===== config.mk =====
export PLATFORM = sky130hd
export DESIGN_NAME = pitch_histogram_mode_core_flat
export DESIGN_NICKNAME = d
export VERILOG_FILES = /design/src/rtl/core/phm_pkg.sv /design/src/rtl/core/phm_ifs.sv /design/src/rtl/core/pitch_histogram_mode_core.sv /design/src/rtl/core/phm_hist.sv /design/src/rtl/core/phm_div.sv /design/src/flat_wrapper.sv
export SDC_FILE = /design/constraint.sdc
export NUM_CORES = 2
export LEC_CHECK = 0
export CELL_PAD_IN_SITES_DETAIL_PLACEMENT = 0
export CELL_PAD_IN_SITES_GLOBAL_PLACEMENT = 1
export CORE_ASPECT_RATIO = 1.1
export CORE_UTILIZATION = 35
export CTS_CLUSTER_SIZE = 28
export DETAILED_ROUTE_END_ITERATION = 12
export DONT_BUFFER_PORTS = 1
export MAX_ROUTING_LAYER = met4
export PLACE_DENSITY = 0.6
export SYNTH_ARGS = -nofsm -noshare
export SYNTH_HDL_FRONTEND = slang
export SYNTH_SLANG_ARGS = --single-unit
export TNS_END_PERCENT = 20

===== constraint.sdc =====
create_clock -name clk -period 13.4 [get_ports clk]
set_input_delay 0.67 -clock clk [delete_from_list [all_inputs] [get_ports clk]]
set_output_delay 0.67 -clock clk [all_outputs]
set_load 0.01 [all_outputs]

===== src/rtl/core/phm_pkg.sv =====
// Package: shared constants, types and state codes of the pitch histogram mode block.
package phm_pkg;

    localparam int BINS         = 150;
    localparam int COUNT_W      = 16;
    localparam int BIN_W        = (BINS > 1) ? $clog2(BINS) : 1;
    localparam int PITCH_W      = 12;
    localparam int CONF_W       = 16;
    localparam int FRAC_W       = 16;
    localparam int MODE_PITCH_W = 8;
    localparam int TOTAL_W      = 16;
    localparam int SHARE_W      = 17;
    localparam int NUM_W        = COUNT_W + FRAC_W;
    localparam int STEP_W       = $clog2(NUM_W + 1);

    localparam logic [CONF_W-1:0] THRESH_RESET = CONF_W'(19660);

    typedef logic [BIN_W-1:0]   bin_t;
    typedef logic [COUNT_W-1:0] count_t;

    typedef enum logic [2:0] {
        ST_RUN,
        ST_DRAIN,
        ST_SCAN,
        ST_LAST,
        ST_DIV,
        ST_OUT
    } state_t;

    // Commands from the sequencer to the histogram store
    typedef struct packed {
        logic upd;
        logic scan;
        logic clear;
        bin_t addr;
    } hist_cmd_t;

endpackage


===== src/rtl/core/phm_ifs.sv =====
// Interfaces: frame request channel and result request channel.
interface phm_frame_if;
    logic                           valid;
    logic                           ready;
    logic [phm_pkg::PITCH_W-1:0]    pitch_whole;
    logic [phm_pkg::CONF_W-1:0]     confidence;
    logic                           last_frame;

    modport source (output valid, output pitch_whole, output confidence,
                    output last_frame, input ready);
    modport sink (input valid, input pitch_whole, input confidence,
                  input last_frame, output ready);
endinterface

interface phm_result_if;
    logic                               valid;
    logic                               ready;
    logic [phm_pkg::MODE_PITCH_W-1:0]   mode_pitch;
    logic [phm_pkg::COUNT_W-1:0]        mode_count;
    logic [phm_pkg::TOTAL_W-1:0]        accepted_total;
    logic [phm_pkg::SHARE_W-1:0]        mode_share;

    modport source (output valid, output mode_pitch, output mode_count,
                    output accepted_total, output mode_share, input ready);
    modport sink (input valid, input mode_pitch, input mode_count,
                  input accepted_total, input mode_share, output ready);
endinterface


===== src/rtl/core/pitch_histogram_mode_core.sv =====
// Top level: pitch histogram mode finder with frame and result request channels.
//
// Frames arrive on the frame channel (valid/ready). A frame whose pitch lies in
// 1..BINS-1 and whose confidence is strictly above the threshold adds one to its
// pitch bin and to the total. Ordinary frames are taken one per cycle; a bin
// update is a read-modify-write on the bin memory with one-deep forwarding.
// A frame marked last_frame ends the note: ready drops while the block drains
// the update stage, scans all BINS bins through the memory read port, then runs
// the bit-serial divider for the share (32 quotient bits, one a cycle) and moves
// the result to the output register once that is free. The scan over the single
// read port and the divider make up most of that work.
// The result stays in the output register until the receiver takes it; frames
// of the next note are taken meanwhile, but the next note's result waits, with
// ready low, for the slot to free. The histogram is cleared at the end of the
// scan.
// Reset clears the histogram, the total, all handshakes, and sets the
// threshold to 19660 (about 0.3 in Q0.16). cfg_we writes the threshold.
module pitch_histogram_mode_core (
    input  logic                            clk,
    input  logic                            rst_n,
    input  logic                            cfg_we,
    input  logic [phm_pkg::CONF_W-1:0]      cfg_wdata,
    phm_frame_if.sink                       frame,
    phm_result_if.source                    result
);

    localparam int BINS    = phm_pkg::BINS;
    localparam int BIN_W   = phm_pkg::BIN_W;
    localparam int PITCH_W = phm_pkg::PITCH_W;
    localparam int MP_W    = phm_pkg::MODE_PITCH_W;
    localparam int TOTAL_W = phm_pkg::TOTAL_W;
    localparam int SHARE_W = phm_pkg::SHARE_W;

    localparam logic [PITCH_W:0] PITCH_LIM = (PITCH_W + 1)'(BINS);
    localparam logic [BIN_W-1:0] LAST_BIN  = BIN_W'(BINS - 1);

    phm_pkg::state_t state_reg;
    phm_pkg::state_t state_next;

    logic [phm_pkg::CONF_W-1:0] thresh_reg;

    // Sequencer outputs
    phm_pkg::hist_cmd_t cmd;
    logic               div_start;
    logic               res_load;

    logic accept;
    logic hit;

    phm_pkg::count_t scan_data;
    phm_pkg::count_t acc_count;

    // Scan: address issue and compare of the data in the cycle after
    phm_pkg::bin_t   scan_addr_reg;
    logic            cmp_vld_reg;
    phm_pkg::bin_t   cmp_idx_reg;
    phm_pkg::bin_t   best_idx_reg;
    phm_pkg::count_t best_cnt_reg;
    phm_pkg::bin_t   best_idx_next;
    phm_pkg::count_t best_cnt_next;

    // Held note result while the share is computed
    phm_pkg::bin_t   hold_idx_reg;
    phm_pkg::count_t hold_cnt_reg;
    phm_pkg::count_t hold_tot_reg;

    logic               div_done;
    logic [SHARE_W-1:0] div_quot;

    // Output register
    logic                  out_vld_reg;
    logic [MP_W-1:0]       out_pitch_reg;
    phm_pkg::count_t       out_cnt_reg;
    logic [TOTAL_W-1:0]    out_tot_reg;
    logic [SHARE_W-1:0]    out_share_reg;

    assign accept = frame.valid && frame.ready;
    assign hit    = (frame.pitch_whole != '0)
                 && ({1'b0, frame.pitch_whole} < PITCH_LIM)
                 && (frame.confidence > thresh_reg);

    // Next state
    always_comb
    begin
        state_next = state_reg;
        unique case (state_reg)
            phm_pkg::ST_RUN:
            begin
                if (accept && frame.last_frame)
                begin
                    state_next = phm_pkg::ST_DRAIN;
                end
            end
            phm_pkg::ST_DRAIN:
            begin
                state_next = phm_pkg::ST_SCAN;
            end
            phm_pkg::ST_SCAN:
            begin
                if (scan_addr_reg == LAST_BIN)
                begin
                    state_next = phm_pkg::ST_LAST;
                end
            end
            phm_pkg::ST_LAST:
            begin
                state_next = phm_pkg::ST_DIV;
            end
            phm_pkg::ST_DIV:
            begin
                if (div_done)
                begin
                    state_next = phm_pkg::ST_OUT;
                end
            end
            phm_pkg::ST_OUT:
            begin
                if (!out_vld_reg || result.ready)
                begin
                    state_next = phm_pkg::ST_RUN;
                end
            end
            default:
            begin
                state_next = phm_pkg::ST_RUN;
            end
        endcase
    end

    // Sequencer outputs
    always_comb
    begin
        frame.ready = 1'b0;
        cmd.upd     = 1'b0;
        cmd.scan    = 1'b0;
        cmd.clear   = 1'b0;
        cmd.addr    = scan_addr_reg;
        div_start   = 1'b0;
        res_load    = 1'b0;
        unique case (state_reg)
            phm_pkg::ST_RUN:
            begin
                frame.ready = 1'b1;
                cmd.upd     = frame.valid && hit;
                cmd.addr    = BIN_W'(frame.pitch_whole);
            end
            phm_pkg::ST_SCAN:
            begin
                cmd.scan = 1'b1;
            end
            phm_pkg::ST_LAST:
            begin
                cmd.clear = 1'b1;
                div_start = 1'b1;
            end
            phm_pkg::ST_OUT:
            begin
                res_load = !out_vld_reg || result.ready;
            end
            default:
            begin
                frame.ready = 1'b0;
            end
        endcase
    end

    // First maximum wins: replace only on a strictly larger count
    always_comb
    begin
        best_idx_next = best_idx_reg;
        best_cnt_next = best_cnt_reg;
        if (cmp_vld_reg && (scan_data > best_cnt_reg))
        begin
            best_idx_next = cmp_idx_reg;
            best_cnt_next = scan_data;
        end
    end

    always_ff @(posedge clk or negedge rst_n)
    begin
        if (!rst_n)
        begin
            state_reg     <= phm_pkg::ST_RUN;
            thresh_reg    <= phm_pkg::THRESH_RESET;
            scan_addr_reg <= '0;
            cmp_vld_reg   <= 1'b0;
            cmp_idx_reg   <= '0;
            best_idx_reg  <= '0;
            best_cnt_reg  <= '0;
            out_vld_reg   <= 1'b0;
        end
        else
        begin
            state_reg <= state_next;
            if (cfg_we)
            begin
                thresh_reg <= cfg_wdata;
            end

            cmp_vld_reg <= cmd.scan;
            cmp_idx_reg <= scan_addr_reg;
            if (state_reg == phm_pkg::ST_DRAIN)
            begin
                // Restart the scan from bin 0 with an empty best
                scan_addr_reg <= '0;
                best_idx_reg  <= '0;
                best_cnt_reg  <= '0;
            end
            else
            begin
                if (cmd.scan)
                begin
                    scan_addr_reg <= scan_addr_reg + 1'b1;
                end
                best_idx_reg <= best_idx_next;
                best_cnt_reg <= best_cnt_next;
            end

            if (res_load)
            begin
                out_vld_reg <= 1'b1;
            end
            else if (result.ready)
            begin
                out_vld_reg <= 1'b0;
            end
        end
    end

    // Payload registers
    always_ff @(posedge clk)
    begin
        if (div_start)
        begin
            hold_idx_reg <= best_idx_next;
            hold_cnt_reg <= best_cnt_next;
            hold_tot_reg <= acc_count;
        end
        if (res_load)
        begin
            out_pitch_reg <= MP_W'(hold_idx_reg);
            out_cnt_reg   <= hold_cnt_reg;
            out_tot_reg   <= TOTAL_W'(hold_tot_reg);
            out_share_reg <= div_quot;
        end
    end

    phm_hist u_hist (
        .clk       (clk),
        .rst_n     (rst_n),
        .cmd       (cmd),
        .scan_data (scan_data),
        .acc_count (acc_count)
    );

    phm_div u_div (
        .clk   (clk),
        .rst_n (rst_n),
        .start (div_start),
        .num   (best_cnt_next),
        .den   (acc_count),
        .done  (div_done),
        .quot  (div_quot)
    );

    assign result.valid          = out_vld_reg;
    assign result.mode_pitch     = out_pitch_reg;
    assign result.mode_count     = out_cnt_reg;
    assign result.accepted_total = out_tot_reg;
    assign result.mode_share     = out_share_reg;

    // A last frame closes the note: no frame is taken in the next cycle
    assert property (@(posedge clk) disable iff (!rst_n)
        (accept && frame.last_frame) |=> !frame.ready)
        else $error("frame taken right after last frame");

    // A result only appears after its note's share is done
    assert property (@(posedge clk) disable iff (!rst_n)
        res_load |-> div_done)
        else $error("result loaded before division finished");

endmodule


===== src/rtl/core/phm_hist.sv =====
// Histogram store: bin memory with read-modify-write, forwarding and scan read.
module phm_hist (
    input  logic                clk,
    input  logic                rst_n,
    input  phm_pkg::hist_cmd_t  cmd,
    output phm_pkg::count_t     scan_data,
    output phm_pkg::count_t     acc_count
);

    localparam int BINS    = phm_pkg::BINS;
    localparam int COUNT_W = phm_pkg::COUNT_W;

    logic [COUNT_W-1:0] mem [BINS];
    logic [BINS-1:0]    bin_vld_reg;

    phm_pkg::count_t rd_data_reg;
    logic            rd_vld_reg;
    logic            upd_reg;
    phm_pkg::bin_t   upd_addr_reg;
    logic            wr_en_reg;
    phm_pkg::bin_t   wr_addr_reg;
    phm_pkg::count_t wr_data_reg;
    phm_pkg::count_t acc_reg;
    phm_pkg::count_t acc_next;

    phm_pkg::count_t cur_val;
    phm_pkg::count_t new_val;
    logic            rd_en;

    assign rd_en = cmd.upd || cmd.scan;

    // Synchronous read port, registered in rd_data_reg
    always_ff @(posedge clk)
    begin
        if (rd_en)
        begin
            rd_data_reg <= mem[cmd.addr];
        end
    end

    // Write port: increment result of the update stage
    always_ff @(posedge clk)
    begin
        if (upd_reg)
        begin
            mem[upd_addr_reg] <= new_val;
        end
    end

    always_comb
    begin
        // Take the previous write when it hit the same bin: the read missed it
        if (wr_en_reg && (wr_addr_reg == upd_addr_reg))
        begin
            cur_val = wr_data_reg;
        end
        else if (rd_vld_reg)
        begin
            cur_val = rd_data_reg;
        end
        else
        begin
            cur_val = '0;
        end
        new_val  = (cur_val == '1) ? cur_val : cur_val + 1'b1;
        acc_next = (acc_reg == '1) ? acc_reg : acc_reg + 1'b1;
    end

    assign scan_data = rd_vld_reg ? rd_data_reg : '0;
    assign acc_count = acc_reg;

    always_ff @(posedge clk or negedge rst_n)
    begin
        if (!rst_n)
        begin
            bin_vld_reg  <= '0;
            rd_vld_reg   <= 1'b0;
            upd_reg      <= 1'b0;
            upd_addr_reg <= '0;
            wr_en_reg    <= 1'b0;
            wr_addr_reg  <= '0;
            wr_data_reg  <= '0;
            acc_reg      <= '0;
        end
        else
        begin
            if (rd_en)
            begin
                rd_vld_reg <= bin_vld_reg[cmd.addr];
            end
            upd_reg      <= cmd.upd;
            upd_addr_reg <= cmd.addr;
            wr_en_reg    <= upd_reg;
            wr_addr_reg  <= upd_addr_reg;
            wr_data_reg  <= new_val;
            if (cmd.clear)
            begin
                bin_vld_reg <= '0;
                acc_reg     <= '0;
                wr_en_reg   <= 1'b0;
            end
            else if (upd_reg)
            begin
                bin_vld_reg[upd_addr_reg] <= 1'b1;
                acc_reg                   <= acc_next;
            end
        end
    end

    // A bin never exceeds the total of counted frames
    assert property (@(posedge clk) disable iff (!rst_n)
        wr_en_reg |-> (wr_data_reg <= acc_reg))
        else $error("bin count above accepted total");

    // Forwarded write always belongs to the previous update
    assert property (@(posedge clk) disable iff (!rst_n)
        wr_en_reg |-> $past(upd_reg))
        else $error("write register without preceding update");

endmodule


===== src/rtl/core/phm_div.sv =====
// Divider: restoring bit-serial division of count<<16 by total, one bit a cycle.
module phm_div (
    input  logic                            clk,
    input  logic                            rst_n,
    input  logic                            start,
    input  phm_pkg::count_t                 num,
    input  phm_pkg::count_t                 den,
    output logic                            done,
    output logic [phm_pkg::SHARE_W-1:0]     quot
);

    localparam int COUNT_W = phm_pkg::COUNT_W;
    localparam int FRAC_W  = phm_pkg::FRAC_W;
    localparam int NUM_W   = phm_pkg::NUM_W;
    localparam int STEP_W  = phm_pkg::STEP_W;
    localparam int SHARE_W = phm_pkg::SHARE_W;

    logic [NUM_W-1:0]   num_reg;
    logic [COUNT_W-1:0] rem_reg;
    logic [COUNT_W-1:0] den_reg;
    logic [STEP_W-1:0]  step_reg;
    logic               busy_reg;
    logic               done_reg;
    logic               zero_reg;

    logic [COUNT_W:0]   rem_sh;
    logic [COUNT_W:0]   diff;
    logic               ge;

    always_comb
    begin
        rem_sh = {rem_reg, num_reg[NUM_W-1]};
        diff   = rem_sh - {1'b0, den_reg};
        ge     = (rem_sh >= {1'b0, den_reg});
    end

    always_ff @(posedge clk)
    begin
        if (start)
        begin
            num_reg <= {num, {FRAC_W{1'b0}}};
            rem_reg <= '0;
            den_reg <= den;
        end
        else if (busy_reg)
        begin
            num_reg <= {num_reg[NUM_W-2:0], ge};
            rem_reg <= ge ? diff[COUNT_W-1:0] : rem_sh[COUNT_W-1:0];
        end
    end

    always_ff @(posedge clk or negedge rst_n)
    begin
        if (!rst_n)
        begin
            busy_reg <= 1'b0;
            done_reg <= 1'b0;
            zero_reg <= 1'b0;
            step_reg <= '0;
        end
        else if (start)
        begin
            busy_reg <= 1'b1;
            done_reg <= 1'b0;
            zero_reg <= (den == '0);
            step_reg <= STEP_W'(NUM_W);
        end
        else if (busy_reg)
        begin
            step_reg <= step_reg - 1'b1;
            if (step_reg == STEP_W'(1))
            begin
                busy_reg <= 1'b0;
                done_reg <= 1'b1;
            end
        end
    end

    assign done = done_reg;
    assign quot = zero_reg ? '0 : num_reg[SHARE_W-1:0];

    assert property (@(posedge clk) disable iff (!rst_n)
        start |=> (busy_reg && !done_reg))
        else $error("divider did not start");

    assert property (@(posedge clk) disable iff (!rst_n)
        $rose(done_reg) |-> (step_reg == '0))
        else $error("divider finished early");

endmodule

===== src/flat_wrapper.sv =====
// flat-port wrapper written by rule: the top's interface ports become plain ports
module pitch_histogram_mode_core_flat 
  (clk, rst_n, cfg_we, cfg_wdata, frame_valid, frame_pitch_whole, frame_confidence, frame_last_frame, frame_ready, result_valid, result_mode_pitch, result_mode_count, result_accepted_total, result_mode_share, result_ready);
  phm_frame_if frame_i ();
  phm_result_if result_i ();
  input  logic clk;
  input  logic rst_n;
  input  logic cfg_we;
  input  logic [phm_pkg::CONF_W-1:0] cfg_wdata;
  input wire logic [$bits(frame_i.valid)-1:0] frame_valid;
  input wire logic [$bits(frame_i.pitch_whole)-1:0] frame_pitch_whole;
  input wire logic [$bits(frame_i.confidence)-1:0] frame_confidence;
  input wire logic [$bits(frame_i.last_frame)-1:0] frame_last_frame;
  output wire logic [$bits(frame_i.ready)-1:0] frame_ready;
  output wire logic [$bits(result_i.valid)-1:0] result_valid;
  output wire logic [$bits(result_i.mode_pitch)-1:0] result_mode_pitch;
  output wire logic [$bits(result_i.mode_count)-1:0] result_mode_count;
  output wire logic [$bits(result_i.accepted_total)-1:0] result_accepted_total;
  output wire logic [$bits(result_i.mode_share)-1:0] result_mode_share;
  input wire logic [$bits(result_i.ready)-1:0] result_ready;
  assign frame_i.valid = frame_valid;
  assign frame_i.pitch_whole = frame_pitch_whole;
  assign frame_i.confidence = frame_confidence;
  assign frame_i.last_frame = frame_last_frame;
  assign frame_ready = frame_i.ready;
  assign result_valid = result_i.valid;
  assign result_mode_pitch = result_i.mode_pitch;
  assign result_mode_count = result_i.mode_count;
  assign result_accepted_total = result_i.accepted_total;
  assign result_mode_share = result_i.mode_share;
  assign result_i.ready = result_ready;
  pitch_histogram_mode_core u_core (.clk(clk), .rst_n(rst_n), .cfg_we(cfg_we), .cfg_wdata(cfg_wdata), .frame(frame_i), .result(result_i));
endmodule

==> results.ini <==
[sta]
period_minus_slack_ps = 6291
fmax_mhz = 159.0
fin_setup_tns_ps = 0
max_slew.worst_pin.slew_ps = 1356
slew_headroom = 0.09149
rsz0062_at_grt = false
slew_violations = 0
finalCritPeriodShare = 0.4695
fin_worst_skew_ps = 58.92
report.final.setup_viol = 0
hold_violations = 0

[finish]
areaGrowthSynthToFinish_pct = 13.76
layout_common_cells = edfxtp_1, nand2_1, nor2_1, a211oi_1, and3_1
drive_gt1_frac = 0.1302
ff_latch_area_um2 = 83380
final_common_cell = edfxtp_1
fillers = 30110
multi_input_area_um2 = 29390
largest_reg_flops = 2400
final_nets = 8320
fin_cells = 12800
fin_area_um2 = 130800

[placement]
gp_congestion = 0.8742
io_buffers = 0
dpl_cell_area_um2 = 121100
dp_cells = 12220
dp_hpwl_um = 228700

[worst_setup_path]
path_buf_inv = 4
cp_max_fo = 89
max_stage_delay_ps = 940
end_kind = flip-flop
worst_path_dominant_cell_family = compound AO/OA/AOI/OAI gates
crit_slowest_cell = dfrtp_1
cp.required_ps = 13990
cp_cell_sequence = o31a_1 > nor2_4 > buf_4 > inv_8 > buf_12 > buf_4 > a311oi_1 > nor3_1 > o311ai_0 > a32oi_1 > o31ai_1
startpoint_type = flip-flop
cpMostUsedCell = buf_4
critical_path_arrival_ps = 6880
critical_path_class = reg -> reg

[clock_network]
cts.htree.levels = 5
ctsResizeCount = 0
clock_latency_ps = 900
clkSinkCount = 2832
cts_buffers = 296
clk_pin_slew_worst_paths_ps = 60
cts-root-buf = clkbuf_16
cts_tree = done
clockBufferDepth = 4

[die]
ios = 109
die_h_um = 603.2
floorplan.initialDensity = 0.3519
core_um2 = 326700
die-width_um = 548.5
die-area_um2 = 330800
rows = 220

[logic_synthesis]
yosys.area.top_type_share = 0.6604
async_flop_share = 0.09569
syn-num-nets = 8241
post_synth_num_cell_types = 103
yosys.area.top_type = edfxtp_1
ys.flop_type = edfxtp_1
synth_edf_count = 2529
syn_area_per_cell_um2 = 14.13
syn-instance-count = 8137
yosysWarnings = 0
yosys_register_bits = 2832
netlist_area_um2 = 115000
synthTopCellsByArea = edfxtp_1, dfrtp_1, nand2_1, mux4_2, a211oi_1
ys_seq_area_frac = 0.7251

[power_and_ir_drop]
ir_drop_mv = 0.1150
p_total_mw = 17.65
power_density_nw_per_um2 = 134.9
p_leak_nw = 39.72

[global_routing]
grt_max_degree = 272
grt_use_total = 0.2463
grt_antenna_before_repair = 20
grt_pass1_wl_um = 562400
overflow = 0
grt_pass1_vias = 70980

[routing]
num_vias = 74570
first_iter_violations = 9135
wl_per_cell_um = 31.63
drtPass1Iterations = 8
vias_per_cell = 5.828
drc = 0
ant_nets = 0
wl_um = 404700

[run_status]
outcome = finished, final reports clean

[min_path]
worstHoldPathType = in -> reg

[run]
cap_viol_max_count = 0

[per-stage QoR]
step	setup slack (ps)	util	hold WS, ps
3_3_place_gp	7213	0.3707	401.8
2_1_floorplan	3773	-	351.9
5_1_grt	6979	0.4002	24.49
4_1_cts	7120	0.3999	10.51
3_5_place_dp	7156	0.3707	403.0
6_report	7109	0.4003	37.24
[cells in the mapped netlist, types with 18 or more instances]
cell type / count
a211oi_1: 315
a21oi_1: 242
a221oi_1: 22
a22oi_1: 40
a311oi_1: 131
a31oi_1: 197
a32oi_1: 18
and3_1: 308
buf_1: 36
buf_2: 123
buf_4: 63
buf_6: 25
clkbuf_1: 305
dfrtp_1: 264
dfxtp_1: 32
edfxtp_1: 2529
ha_1: 53
inv_1: 80
mux2_2: 36
mux2i_1: 211
mux4_2: 111
nand2_1: 1297
nand3_1: 302
nand4_1: 45
nor2_1: 546
nor2b_1: 31
nor3_1: 53
nor4_1: 37
o2111ai_1: 25
o211ai_1: 36
o21a_1: 25
o21ai_0: 170
o221ai_1: 32
o22ai_1: 66
o311ai_0: 21
xnor2_1: 38
[kinds of logic after synthesis]
family | Yosys count | synth area share
DFF | 2832 | 0.7251
and+or+nand+nor | 2704 | 0.1044
AOI/OAI and AO/OA | 1493 | 0.09018
buffers and inverters | 643 | 0.02666
muxes | 360 | 0.04383
adders and majority gates | 56 | 0.006115
xor gates and xnor gates | 49 | 0.003732
[final timing paths]
| path | start | cells after the start | end | slack, ps |
|---|---|---|---|---|
| worst max-delay path | u_core.state_reg[1] | 11 | u_core.u_hist.rd_data_reg[2] | 7110 |
| worst min-delay path | frame_pitch_whole[10] | 3 | u_core.u_hist.upd_reg | 40 |
| min in group asynchronous | rst_n | 2 | u_core.thresh_reg[5] | 290 |
| max in group asynchronous | rst_n | 4 | u_core.u_hist.bin_vld_reg[119] | 11350 |
| worst min register to register | u_core.hold_cnt_reg[8] | 0 | u_core.result.mode_count[8] | 420 |
| worst max register to register | u_core.state_reg[1] | 11 | u_core.u_hist.rd_data_reg[2] | 7110 |
[area by class of cell]
cell class | instances | area share
Inverter | 86 | 0.002860
Antenna cell | 18 | 0.0003444
Multi-Input combinational cell | 4662 | 0.2247
Sequential cell | 2832 | 0.6374
Tap cell | 4329 | 0.04141
Timing Repair Buffer | 338 | 0.02202
Clock inverter | 117 | 0.007796
Clock buffer | 413 | 0.06351
[layer usage]
layer / GRT usage / vias to the layer above / wire (um)
met3: 0.04050 / 671 / 34150
met2: 0.3907 / 3678 / 191800
met5: - / - / 0
met4: 0.08494 / 0 / 15140
li1: - / 31330 / -
met1: 0.3203 / 38890 / 163600
[what timing repair did]
action | CTS | global route
buffers inserted | 0 | 0
hold buffers | 20 | 1
endpoints found under the hold margin | 289 | 28
[report_power, final]
part	internal [mW]	switching, mW	total, mW
logic	0.0173	0.0350	0.0523
clock network	4.64	3.47	8.11
registers	9.48	0.00125	9.49
[worst register-to-register path: cells and delay by family, from the launching register on]
kind / cells / cell delay, ps
buffers and inverters: 4 / 2020
DFF: 1 / 940
AOI/OAI and AO/OA: 5 / 2190
and+or+nand+nor: 2 / 830
Note: power is estimated with default switching activity, not from simulation.
